`config.mk`:
```
export PLATFORM = sky130hd
export DESIGN_NAME = double_to_sortable_key_unit_flat
export DESIGN_NICKNAME = d
export VERILOG_FILES = /design/src/rtl/core/dtsk_pkg.sv /design/src/rtl/core/dtsk_if.sv /design/src/rtl/core/double_to_sortable_key_unit.sv /design/src/rtl/core/dtsk_front.sv /design/src/rtl/core/dtsk_queue.sv /design/src/rtl/core/dtsk_back.sv /design/src/flat_wrapper.sv
export SDC_FILE = /design/constraint.sdc
export NUM_CORES = 1
export LEC_CHECK = 0
export CAP_MARGIN = 30
export CORE_MARGIN = 5
export CORE_UTILIZATION = 40
export CTS_CLUSTER_DIAMETER = 40
export DETAILED_ROUTE_END_ITERATION = 7
export DONT_BUFFER_PORTS = 1
export PLACE_DENSITY_LB_ADDON = 0.08
export SLEW_MARGIN = 20
export SYNTH_ARGS = -nofsm -noshare
export SYNTH_HDL_FRONTEND = slang
export SYNTH_SLANG_ARGS = --single-unit
```
`constraint.sdc`:
```
create_clock -name clk -period 11.6 [get_ports clk]
set_input_delay 2.32 -clock clk [delete_from_list [all_inputs] [get_ports clk]]
set_output_delay 2.32 -clock clk [all_outputs]
set_load 0.01 [all_outputs]
```
`src/rtl/core/dtsk_pkg.sv`:
```
`timescale 1ns / 1ps

package dtsk_pkg;

    localparam int MAX_FRAC_DIGITS_DEF = 10;

    localparam int FRAC_W = 60;
    localparam int CODE_W = 11;
    localparam int POS_W  = 4;
    localparam int SCAN_W = 64;
    localparam int LEN_W  = 7;

    localparam logic [FRAC_W-1:0] HALF_FX = FRAC_W'(1) << (FRAC_W - 1);

    // k = (x * K_RECIP) >> K_RECIP_SH - 200, x = p + 1206 < 4096
    localparam logic [11:0] K_RECIP    = 12'd2731;
    localparam int          K_RECIP_SH = 14;

    localparam logic [7:0] CH_ZERO  = 8'h30;
    localparam logic [7:0] CH_ONE   = 8'h31;
    localparam logic [7:0] CH_MINUS = 8'h2D;
    localparam logic [7:0] CH_TILDE = 8'h7E;
    localparam logic [7:0] CH_BIG_G = 8'h47;
    localparam logic [7:0] CH_BAR   = 8'h7C;

    localparam logic [POS_W-1:0] POS_SIGN      = 4'd0;
    localparam logic [POS_W-1:0] POS_CODE_HI   = 4'd1;
    localparam logic [POS_W-1:0] POS_CODE_LO   = 4'd2;
    localparam logic [POS_W-1:0] POS_TILDE_END = 4'd12;

    typedef enum logic [1:0] {
        KIND_NUM,
        KIND_NAN,
        KIND_NEG_INF,
        KIND_TILDE
    } kind_t;

    typedef struct packed {
        kind_t             kind;
        logic              sign;
        logic [CODE_W-1:0] code;
        logic [FRAC_W-1:0] frac;
    } key_entry_t;

    typedef enum logic [3:0] {
        FS_IDLE,
        FS_LZ_A,
        FS_LZ_B,
        FS_KDIV,
        FS_SHIFT,
        FS_RLZ_A,
        FS_RLZ_B,
        FS_ROUND,
        FS_PUSH
    } front_state_t;

    // Ordered base-64 alphabet: 0-9, A-Z, a-z, '|', '~'
    function automatic logic [7:0] b64_char(input logic [5:0] d);
        logic [7:0] c;
        if (d < 6'd10) begin
            c = 8'h30 + {2'b00, d};
        end else if (d < 6'd36) begin
            c = 8'h41 + {2'b00, d} - 8'd10;
        end else if (d < 6'd62) begin
            c = 8'h61 + {2'b00, d} - 8'd36;
        end else if (d == 6'd62) begin
            c = CH_BAR;
        end else begin
            c = CH_TILDE;
        end
        return c;
    endfunction

endpackage

```
`src/rtl/core/dtsk_if.sv`:
```
`timescale 1ns / 1ps

interface dtsk_value_if;
    logic        valid;
    logic        ready;
    logic [63:0] value_bits;

    modport source (output valid, output value_bits, input ready);
    modport sink   (input valid, input value_bits, output ready);
endinterface

interface dtsk_key_if;
    logic       valid;
    logic       ready;
    logic [7:0] key_char;
    logic       last_char;

    modport source (output valid, output key_char, output last_char, input ready);
    modport sink   (input valid, input key_char, input last_char, output ready);
endinterface

```
`src/rtl/core/double_to_sortable_key_unit.sv`:
```
`timescale 1ns / 1ps

// Turns each binary64 bit pattern into a memcmp-ordered ASCII key of 3 to 13
// bytes, one byte per cycle on key_ch while ready is high, with last_char marking
// the final byte. The front end runs a finite nonzero double through a
// leading-zero scan, the divide-by-six step, the alignment shift, a second
// leading-zero scan and the rounding, and passes zero, infinities and NaN
// straight to its push state; the back end emits one byte per cycle while
// key_ch.ready is high. A two-entry queue sits between them, so a new double
// is taken while the previous key is still going out.
module double_to_sortable_key_unit #(
    parameter int MAX_FRACTION_DIGITS = dtsk_pkg::MAX_FRAC_DIGITS_DEF
) (
    input  logic       clk,
    input  logic       rst_n,
    dtsk_value_if.sink value_ch,
    dtsk_key_if.source key_ch
);
    import dtsk_pkg::*;

    logic       fq_valid;
    logic       fq_ready;
    key_entry_t fq_entry;
    logic       qb_valid;
    logic       qb_ready;
    key_entry_t qb_entry;

    dtsk_front u_front (
        .clk        (clk),
        .rst_n      (rst_n),
        .value_ch   (value_ch),
        .push_valid (fq_valid),
        .push_ready (fq_ready),
        .push_entry (fq_entry)
    );

    dtsk_queue u_queue (
        .clk      (clk),
        .rst_n    (rst_n),
        .wr_valid (fq_valid),
        .wr_ready (fq_ready),
        .wr_entry (fq_entry),
        .rd_valid (qb_valid),
        .rd_ready (qb_ready),
        .rd_entry (qb_entry)
    );

    dtsk_back #(
        .MAX_FRACTION_DIGITS (MAX_FRACTION_DIGITS)
    ) u_back (
        .clk        (clk),
        .rst_n      (rst_n),
        .take_valid (qb_valid),
        .take_ready (qb_ready),
        .take_entry (qb_entry),
        .key_ch     (key_ch)
    );

    // A new key starts only once the previous one has fully left
    a_key_boundary: assert property (@(posedge clk) disable iff (!rst_n)
        (qb_valid && qb_ready) |-> (!key_ch.valid || (key_ch.ready && key_ch.last_char)))
        else $error("back end took a request in the middle of a key");

    // The front end takes a double only when it holds no pending request
    a_front_single: assert property (@(posedge clk) disable iff (!rst_n)
        (value_ch.valid && value_ch.ready) |-> !fq_valid)
        else $error("front end accepted a double while a request was pending");

    // Nonzero numbers: fraction lies above one half when positive, below when negative
    a_frac_side: assert property (@(posedge clk) disable iff (!rst_n)
        (qb_valid && qb_ready && (qb_entry.kind == KIND_NUM) && (qb_entry.code != '0))
        |-> (qb_entry.frac[FRAC_W-1] != qb_entry.sign))
        else $error("fraction on the wrong side of one half");

endmodule

```
`src/rtl/core/dtsk_front.sv`:
```
`timescale 1ns / 1ps

module dtsk_front (
    input  logic                 clk,
    input  logic                 rst_n,
    dtsk_value_if.sink           value_ch,
    output logic                 push_valid,
    input  logic                 push_ready,
    output dtsk_pkg::key_entry_t push_entry
);
    import dtsk_pkg::*;

    front_state_t      state_reg, state_next;
    logic              sign_reg;
    logic [10:0]       bexp_reg;
    logic [SCAN_W-1:0] scan_reg;
    logic [7:0]        nz_reg;
    logic [7:0][2:0]   clz_reg;
    logic [LEN_W-1:0]  len_reg;
    logic [11:0]       x_reg;
    logic [8:0]        quot_reg;
    logic [CODE_W-1:0] code_reg;
    key_entry_t        entry_reg;

    logic [7:0]        nz_next;
    logic [7:0][2:0]   clz_next;
    logic [LEN_W-1:0]  bitlen;

    logic              in_sign;
    logic [10:0]       in_bexp;
    logic [51:0]       in_mant;
    logic              in_special;
    logic              in_zero;
    key_entry_t        special_entry;

    logic [11:0]       x_next;
    logic [23:0]       kprod;
    logic [11:0]       six_quot;
    logic [11:0]       rem_full;
    logic [LEN_W-1:0]  sh_full;
    logic [FRAC_W-1:0] r_val;
    logic [FRAC_W-1:0] sum_val;
    logic [CODE_W-1:0] code_next;

    logic [FRAC_W-1:0] rv;
    logic [2:0]        rnd_s;
    logic [FRAC_W:0]   rnd_mask;
    logic [FRAC_W:0]   rnd_low;
    logic [FRAC_W:0]   rnd_half;
    logic [FRAC_W:0]   rnd_ulp;
    logic              rnd_up;
    logic [FRAC_W:0]   f_val;
    key_entry_t        round_entry;

    function automatic logic [2:0] lz8(input logic [7:0] v);
        logic [2:0] n;
        n = 3'd0;
        for (int j = 0; j < 8; j++) begin
            if (v[j]) begin
                n = 3'(7 - j);
            end
        end
        return n;
    endfunction

    // First half of the leading-zero scan: per-byte flags and counts
    always_comb
    begin
        for (int i = 0; i < 8; i++) begin
            nz_next[i]  = |scan_reg[8*i +: 8];
            clz_next[i] = lz8(scan_reg[8*i +: 8]);
        end
    end

    // Second half: highest nonzero byte decides the bit length
    always_comb
    begin
        bitlen = '0;
        for (int i = 0; i < 8; i++) begin
            if (nz_reg[i]) begin
                bitlen = LEN_W'(8 * i + 8) - LEN_W'(clz_reg[i]);
            end
        end
    end

    // Classify the incoming request
    always_comb
    begin
        in_sign    = value_ch.value_bits[63];
        in_bexp    = value_ch.value_bits[62:52];
        in_mant    = value_ch.value_bits[51:0];
        in_special = &in_bexp;
        in_zero    = (in_bexp == 11'd0) && (in_mant == 52'd0);

        special_entry      = '0;
        special_entry.kind = KIND_NUM;
        special_entry.frac = HALF_FX;
        if (in_special) begin
            if (in_mant != 52'd0) begin
                special_entry.kind = KIND_NAN;
            end else if (in_sign) begin
                special_entry.kind = KIND_NEG_INF;
            end else begin
                special_entry.kind = KIND_TILDE;
            end
        end
    end

    // Exponent split: x = p + 1206, k = x / 6 - 200, q = x % 6 - 6
    always_comb
    begin
        if (bexp_reg == 11'd0) begin
            x_next = 12'(bitlen) + 12'd132;
        end else begin
            x_next = 12'(bitlen) + 12'(bexp_reg) + 12'd131;
        end
        kprod    = 24'(x_reg) * 24'(K_RECIP);
        six_quot = 12'(quot_reg) * 12'd6;
        rem_full = x_reg - six_quot;
        sh_full  = LEN_W'(54) + LEN_W'(rem_full[2:0]) - len_reg;
        r_val    = FRAC_W'(scan_reg[52:0]) << sh_full[5:0];
        sum_val  = sign_reg ? (HALF_FX - r_val) : (HALF_FX + r_val);
        code_next = sign_reg ? (CODE_W'(1224) - CODE_W'(quot_reg))
                             : (CODE_W'(824) + CODE_W'(quot_reg));
    end

    // Round to 53 significant bits, ties to even
    always_comb
    begin
        rv       = scan_reg[FRAC_W-1:0];
        rnd_s    = 3'(len_reg - LEN_W'(53));
        rnd_ulp  = (FRAC_W+1)'(1) << rnd_s;
        rnd_mask = rnd_ulp - (FRAC_W+1)'(1);
        rnd_half = rnd_ulp >> 1;
        rnd_low  = {1'b0, rv} & rnd_mask;
        rnd_up   = (rnd_low > rnd_half) || ((rnd_low == rnd_half) && rv[rnd_s]);
        if (len_reg > LEN_W'(53)) begin
            f_val = ({1'b0, rv} & ~rnd_mask) + (rnd_up ? rnd_ulp : '0);
        end else begin
            f_val = {1'b0, rv};
        end

        round_entry      = '0;
        round_entry.sign = sign_reg;
        round_entry.code = code_reg;
        round_entry.frac = f_val[FRAC_W-1:0];
        round_entry.kind = f_val[FRAC_W] ? KIND_TILDE : KIND_NUM;
    end

    always_comb
    begin
        state_next     = state_reg;
        value_ch.ready = 1'b0;
        push_valid     = 1'b0;
        unique case (state_reg)
            FS_IDLE:
            begin
                value_ch.ready = 1'b1;
                if (value_ch.valid) begin
                    state_next = (in_special || in_zero) ? FS_PUSH : FS_LZ_A;
                end
            end
            FS_LZ_A:  state_next = FS_LZ_B;
            FS_LZ_B:  state_next = FS_KDIV;
            FS_KDIV:  state_next = FS_SHIFT;
            FS_SHIFT: state_next = FS_RLZ_A;
            FS_RLZ_A: state_next = FS_RLZ_B;
            FS_RLZ_B: state_next = FS_ROUND;
            FS_ROUND: state_next = FS_PUSH;
            FS_PUSH:
            begin
                push_valid = 1'b1;
                if (push_ready) begin
                    state_next = FS_IDLE;
                end
            end
            default:  state_next = FS_IDLE;
        endcase
    end

    always_ff @(posedge clk or negedge rst_n)
    begin
        if (!rst_n) begin
            state_reg <= FS_IDLE;
        end else begin
            state_reg <= state_next;
        end
    end

    always_ff @(posedge clk)
    begin
        unique case (state_reg)
            FS_IDLE:
            begin
                sign_reg  <= in_sign;
                bexp_reg  <= in_bexp;
                scan_reg  <= {11'd0, (in_bexp != 11'd0), in_mant};
                entry_reg <= special_entry;
            end
            FS_LZ_A, FS_RLZ_A:
            begin
                nz_reg  <= nz_next;
                clz_reg <= clz_next;
            end
            FS_LZ_B:
            begin
                len_reg <= bitlen;
                x_reg   <= x_next;
            end
            FS_KDIV:
            begin
                quot_reg <= kprod[K_RECIP_SH +: 9];
            end
            FS_SHIFT:
            begin
                scan_reg <= SCAN_W'(sum_val);
                code_reg <= code_next;
            end
            FS_RLZ_B:
            begin
                len_reg <= bitlen;
            end
            FS_ROUND:
            begin
                entry_reg <= round_entry;
            end
            default:
            begin
            end
        endcase
    end

    assign push_entry = entry_reg;

endmodule

```
`src/rtl/core/dtsk_queue.sv`:
```
`timescale 1ns / 1ps

module dtsk_queue (
    input  logic                 clk,
    input  logic                 rst_n,
    input  logic                 wr_valid,
    output logic                 wr_ready,
    input  dtsk_pkg::key_entry_t wr_entry,
    output logic                 rd_valid,
    input  logic                 rd_ready,
    output dtsk_pkg::key_entry_t rd_entry
);
    import dtsk_pkg::*;

    key_entry_t mem [2];
    logic [1:0] count_reg, count_next;
    logic       wr_ptr_reg;
    logic       rd_ptr_reg;
    logic       wr_fire;
    logic       rd_fire;

    assign wr_ready = (count_reg != 2'd2);
    assign rd_valid = (count_reg != 2'd0);
    assign wr_fire  = wr_valid && wr_ready;
    assign rd_fire  = rd_valid && rd_ready;
    assign rd_entry = mem[rd_ptr_reg];

    always_comb
    begin
        count_next = count_reg + 2'(wr_fire) - 2'(rd_fire);
    end

    always_ff @(posedge clk or negedge rst_n)
    begin
        if (!rst_n) begin
            count_reg  <= 2'd0;
            wr_ptr_reg <= 1'b0;
            rd_ptr_reg <= 1'b0;
        end else begin
            count_reg <= count_next;
            if (wr_fire) begin
                wr_ptr_reg <= ~wr_ptr_reg;
            end
            if (rd_fire) begin
                rd_ptr_reg <= ~rd_ptr_reg;
            end
        end
    end

    always_ff @(posedge clk)
    begin
        if (wr_fire) begin
            mem[wr_ptr_reg] <= wr_entry;
        end
    end

endmodule

```
`src/rtl/core/dtsk_back.sv`:
```
`timescale 1ns / 1ps

module dtsk_back #(
    parameter int MAX_FRACTION_DIGITS = dtsk_pkg::MAX_FRAC_DIGITS_DEF
) (
    input  logic                 clk,
    input  logic                 rst_n,
    input  logic                 take_valid,
    output logic                 take_ready,
    input  dtsk_pkg::key_entry_t take_entry,
    dtsk_key_if.source           key_ch
);
    import dtsk_pkg::*;

    localparam logic [POS_W-1:0] POS_FRAC_END = POS_W'(MAX_FRACTION_DIGITS + 2);

    logic              busy_reg;
    kind_t             kind_reg;
    logic              sign_reg;
    logic [CODE_W-1:0] code_reg;
    logic [FRAC_W-1:0] frac_reg;
    logic [POS_W-1:0]  pos_reg;

    logic [7:0]        char_val;
    logic              last_val;
    logic              out_fire;
    logic              take_fire;

    always_comb
    begin
        char_val = CH_ZERO;
        last_val = 1'b0;
        unique case (kind_reg)
            KIND_NAN:
            begin
                char_val = (pos_reg == POS_CODE_HI) ? CH_BIG_G : CH_ZERO;
                last_val = (pos_reg == POS_CODE_LO);
            end
            KIND_NEG_INF:
            begin
                if (pos_reg == POS_SIGN) begin
                    char_val = CH_MINUS;
                end else if (pos_reg == POS_CODE_HI) begin
                    char_val = CH_ZERO;
                end else begin
                    char_val = CH_ONE;
                end
                last_val = (pos_reg == POS_CODE_LO);
            end
            KIND_TILDE:
            begin
                char_val = (pos_reg == POS_SIGN) ? CH_ZERO : CH_TILDE;
                last_val = (pos_reg == POS_TILDE_END);
            end
            KIND_NUM:
            begin
                if (pos_reg == POS_SIGN) begin
                    char_val = sign_reg ? CH_MINUS : CH_ZERO;
                end else if (pos_reg == POS_CODE_HI) begin
                    char_val = b64_char({1'b0, code_reg[10:6]});
                end else if (pos_reg == POS_CODE_LO) begin
                    char_val = b64_char(code_reg[5:0]);
                    last_val = (frac_reg == '0);
                end else begin
                    char_val = b64_char(frac_reg[FRAC_W-1 -: 6]);
                    last_val = (frac_reg[FRAC_W-7:0] == '0) || (pos_reg == POS_FRAC_END);
                end
            end
        endcase
    end

    assign key_ch.valid     = busy_reg;
    assign key_ch.key_char  = char_val;
    assign key_ch.last_char = last_val;

    assign out_fire   = busy_reg && key_ch.ready;
    // Take the next request when idle or as the last byte of the current key leaves
    assign take_ready = !busy_reg || (out_fire && last_val);
    assign take_fire  = take_valid && take_ready;

    always_ff @(posedge clk or negedge rst_n)
    begin
        if (!rst_n) begin
            busy_reg <= 1'b0;
            pos_reg  <= '0;
        end else begin
            if (take_fire) begin
                busy_reg <= 1'b1;
                pos_reg  <= POS_SIGN;
            end else if (out_fire) begin
                if (last_val) begin
                    busy_reg <= 1'b0;
                end else begin
                    pos_reg <= pos_reg + POS_W'(1);
                end
            end
        end
    end

    always_ff @(posedge clk)
    begin
        if (take_fire) begin
            kind_reg <= take_entry.kind;
            sign_reg <= take_entry.sign;
            code_reg <= take_entry.code;
            frac_reg <= take_entry.frac;
        end else if (out_fire && (pos_reg > POS_CODE_LO)) begin
            frac_reg <= {frac_reg[FRAC_W-7:0], 6'd0};
        end
    end

endmodule

```
`src/flat_wrapper.sv`:
```
// flat-port wrapper written by rule: the top's interface ports become plain ports
module double_to_sortable_key_unit_flat import dtsk_pkg::*;
#(
    parameter int MAX_FRACTION_DIGITS = dtsk_pkg::MAX_FRAC_DIGITS_DEF
)
  (clk, rst_n, value_ch_valid, value_ch_value_bits, value_ch_ready, key_ch_valid, key_ch_key_char, key_ch_last_char, key_ch_ready);
  dtsk_value_if value_ch_i ();
  dtsk_key_if key_ch_i ();
  input  logic clk;
  input  logic rst_n;
  input wire logic [$bits(value_ch_i.valid)-1:0] value_ch_valid;
  input wire logic [$bits(value_ch_i.value_bits)-1:0] value_ch_value_bits;
  output wire logic [$bits(value_ch_i.ready)-1:0] value_ch_ready;
  output wire logic [$bits(key_ch_i.valid)-1:0] key_ch_valid;
  output wire logic [$bits(key_ch_i.key_char)-1:0] key_ch_key_char;
  output wire logic [$bits(key_ch_i.last_char)-1:0] key_ch_last_char;
  input wire logic [$bits(key_ch_i.ready)-1:0] key_ch_ready;
  assign value_ch_i.valid = value_ch_valid;
  assign value_ch_i.value_bits = value_ch_value_bits;
  assign value_ch_ready = value_ch_i.ready;
  assign key_ch_valid = key_ch_i.valid;
  assign key_ch_key_char = key_ch_i.key_char;
  assign key_ch_last_char = key_ch_i.last_char;
  assign key_ch_i.ready = key_ch_ready;
  double_to_sortable_key_unit #(.MAX_FRACTION_DIGITS(MAX_FRACTION_DIGITS)) u_core (.clk(clk), .rst_n(rst_n), .value_ch(value_ch_i), .key_ch(key_ch_i));
endmodule
```
==> results.md <==
### Run status
* completed — result of the run

### Global route
* 0 — antenna violations before repair
* 0 — total gr overflow
* 157000 um — global-route wire length before repair
* 93 — largest net degree at the start of global routing
* 23.7% — overall routing resource usage
* 24700 — number of global-route vias before repair

### Clocking
* 0 — number of buffers inserted by hold repair at cts
* 3 — buffer levels on the longest clock path
* 650 ps — Clk Latency, worst-skew pair
* 50 ps — Clock transition at path regs
* clkbuf_16 — master cell of the clock root buffer
* 3 — maximum level of the CTS H-tree
* yes — TritonCTS clock tree
* 0 — # Post-CTS Setup Buffers
* 81 — number of CTS-inserted buffers
* 452 — clock sinks
* 0 — post-cts resize count

### Yosys
* edfxtp_1 — Synth Flop Type
* edfxtp_1 (439), nand2_1 (324), nor2_1 (237) — most used standard cells in the synthesized netlist
* 3111 — Cells after Synth
* 3.62% — synthesized-area fraction occupied by xor and xnor cells
* 10.3 um2 — average cell area after synthesis
* edfxtp_1 — biggest area consumer among synthesized cells
* 42.3% — proportion of synthesized chip area in sequential cells
* 3392 — syn nets
* 31900 um2 — synthesized area
* 15.4% — synthesized-area fraction occupied by and/or/nand/nor cells
* 41.3% — share of the synthesized area in the top cell type
* 2.88% — fraction of registers with async set/reset
* edfxtp_1 (41%), ha_1 (6.7%), mux2i_1 (5.5%) — cells taking the most area after synthesis
* edfxtp_1 — library cell with the highest instance count after synthesis
* 9.33% — Adder-Cell Fraction of Synth Area
* 0 — yosys warns
* 105 — count of unique library cells instantiated by Yosys
* 11.8% — post-synthesis mux area share
* simple AND/OR/NAND/NOR gates — main combinational cell family by area after synthesis
* 452 — Yosys reg bits
* 12.3% — compound-cell area share of the yosys netlist
* 439 — number of enable-type register cells in the synthesized netlist

### Final layout
* 3353 — Layout Nets
* 36000 um2 — finished layout cell area
* 0 — diode insertion count for antenna repair
* 7515 — filler cell count
* 12.9% — area added between synthesis and finish
* 16900 um2 — Multi-input gate area
* 148 — number of flip-flops under the largest register name
* 12.8% — fraction of final layout cells with drive strength greater than 1
* u_core.u_queue.mem — largest reg by FF count
* 13500 um2 — sequential standard cell area

### Timing
* 0 — final setup violation count
* 58.9 ps — Worst Clk Skew
* 64.9% — part of the cycle the worst path needs
* 7520 ps — Period minus WS final
* no — RSZ-0062 raised after global routing
* 31.7% — Slew headroom
* 0 — Hold Vio Cnt, Final
* 133 MHz — Fmax achieved
* 0 — final-report max-slew violation count
* 1010 ps — Least-Margin Pin Slew
* 0 ps — setup_tns

### Critical path
* u_core.u_front.len_reg[0] — launch point of the critical path
* u_core.u_front.len_reg[0] — Critical R2R Launch
* ha_1 — Worst path most repeated cell
* register — element type at the critical path start
* edfxtp_1 — slowest stage cell on the critical path
* register — crit path capture type
* 7920 ps — endpoint arrival time on the critical path
* 11990 ps — data required time of the worst path
* 580 ps — delay contributed by the slowest stage of the critical path
* register to register — kind of critical path
* 11 — largest fanout on the critical path

### Drt
* 5 — iteration count of the initial detailed-routing pass
* 5.91 — average vias per placed instance
* 0 — antenna-violating nets left
* 25.0 um — post-detailed-route wirelength per cell
* 2308 — number of DRC markers in iteration 0
* 0 — DRC
* 105000 um — total routed wirelength
* 24700 — routed via count

### Min path
* u_core.u_front.push_entry[8] — start point of the worst hold path
* register to register — worst hold path type

### Placement
* 77500 um — hpwl dp
* 0.939 — final weighted congestion in routability-driven placement
* 0 — count of port buffers added during placement
* 33100 um2 — Placement Cell Area

### Floorplan
* 79100 um2 — core box area
* 40.4% — Starting Density
* 79 — I/O pin count
* 293 um — die outline height
* 103 — number of rows created at floorplan
* 293 um — width of the die
* 85600 um2 — Die Outline Area

### Job
* 0 — MaxCap Viol Count

[layer usage]
layer | up-vias | global-route usage [%] | share of wire, %
li1 | 11400 | - | -
met1 | 12200 | 32.8 | 44
met2 | 907 | 38.1 | 46
met3 | 186 | 4.06 | 6.4
met4 | 0 | 8.08 | 3.7
met5 | - | 0 | 0
[cell families after synthesis]
logic type | Yosys count
XOR/XNOR | 131
other | 1
AO/OA/AOI/OAI | 605
AND/OR/NAND/NOR | 1020
flip-flops | 452
adder cells (fa/ha/maj) | 213
buffers and inverters | 404
multiplexers | 285
[metrics by stage]
stage | utilization (%) | worst slack (ps) | cells | hold WS [ps]
final | 45.6 | 4080 | 4189 | 431
after global routing | 45.6 | 3380 | 4189 | 438
after CTS | 45.5 | 4130 | 4186 | 425
after detailed placement | 41.8 | 4140 | 4036 | 431
after global placement | 41.8 | 4240 | 4034 | 427
after floorplan | - | 4500 | 3111 | 421
[layout make-up]
type / count / share of cell area [%]
clock inverters: 66 / 2.51
flip-flops and latches: 452 / 37.5
well taps: 1050 / 3.64
repair buffers: 82 / 1.76
clock buffers: 84 / 5.65
inverters: 200 / 2.08
multi-input cells: 2255 / 46.9
[final timing paths]
path	endpoint	slack, ps	depth (start not counted)
hold reg to reg	u_core.u_queue.mem[0][8]	430	0
min in group asynchronous	u_core.u_front.state_reg[0]	1370	0
setup / recovery	u_core.u_front.push_entry[56]	4080	31
max in group asynchronous	u_core.u_queue.rd_ptr_reg	10110	0
setup reg to reg	u_core.u_front.push_entry[56]	4080	31
hold / removal	u_core.u_queue.mem[0][8]	430	0
[cells in the final DEF, fill, tap and decap left out, drive strengths merged, types with 25 or more instances in the layout]
cell	n
fa	42
inv	215
o21ai	211
buf	80
and3	34
a211oi	25
clkinv	32
nand2	324
mux4	67
nand3	90
xor2	51
a31oi	27
xnor2	80
nor4	71
nor3	80
nand4	47
edfxtp	439
o211ai	25
clkbuf	86
mux2	42
a21oi	122
mux2i	176
ha	171
nor2b	33
nor2	238
[critical path, delay by kind of cell (launching register included)]
family                   cells  cell delay, ps
multiplexers                 1             120
AND/OR/NAND/NOR              8            1600
adder cells (fa/ha/maj)      5            1550
buffers and inverters        4             720
AO/OA/AOI/OAI               13            2720
flip-flops                   1             580
Power is not shown: default switching activity piles up to over one toggle a cycle in this logic, so the estimate is an artifact.
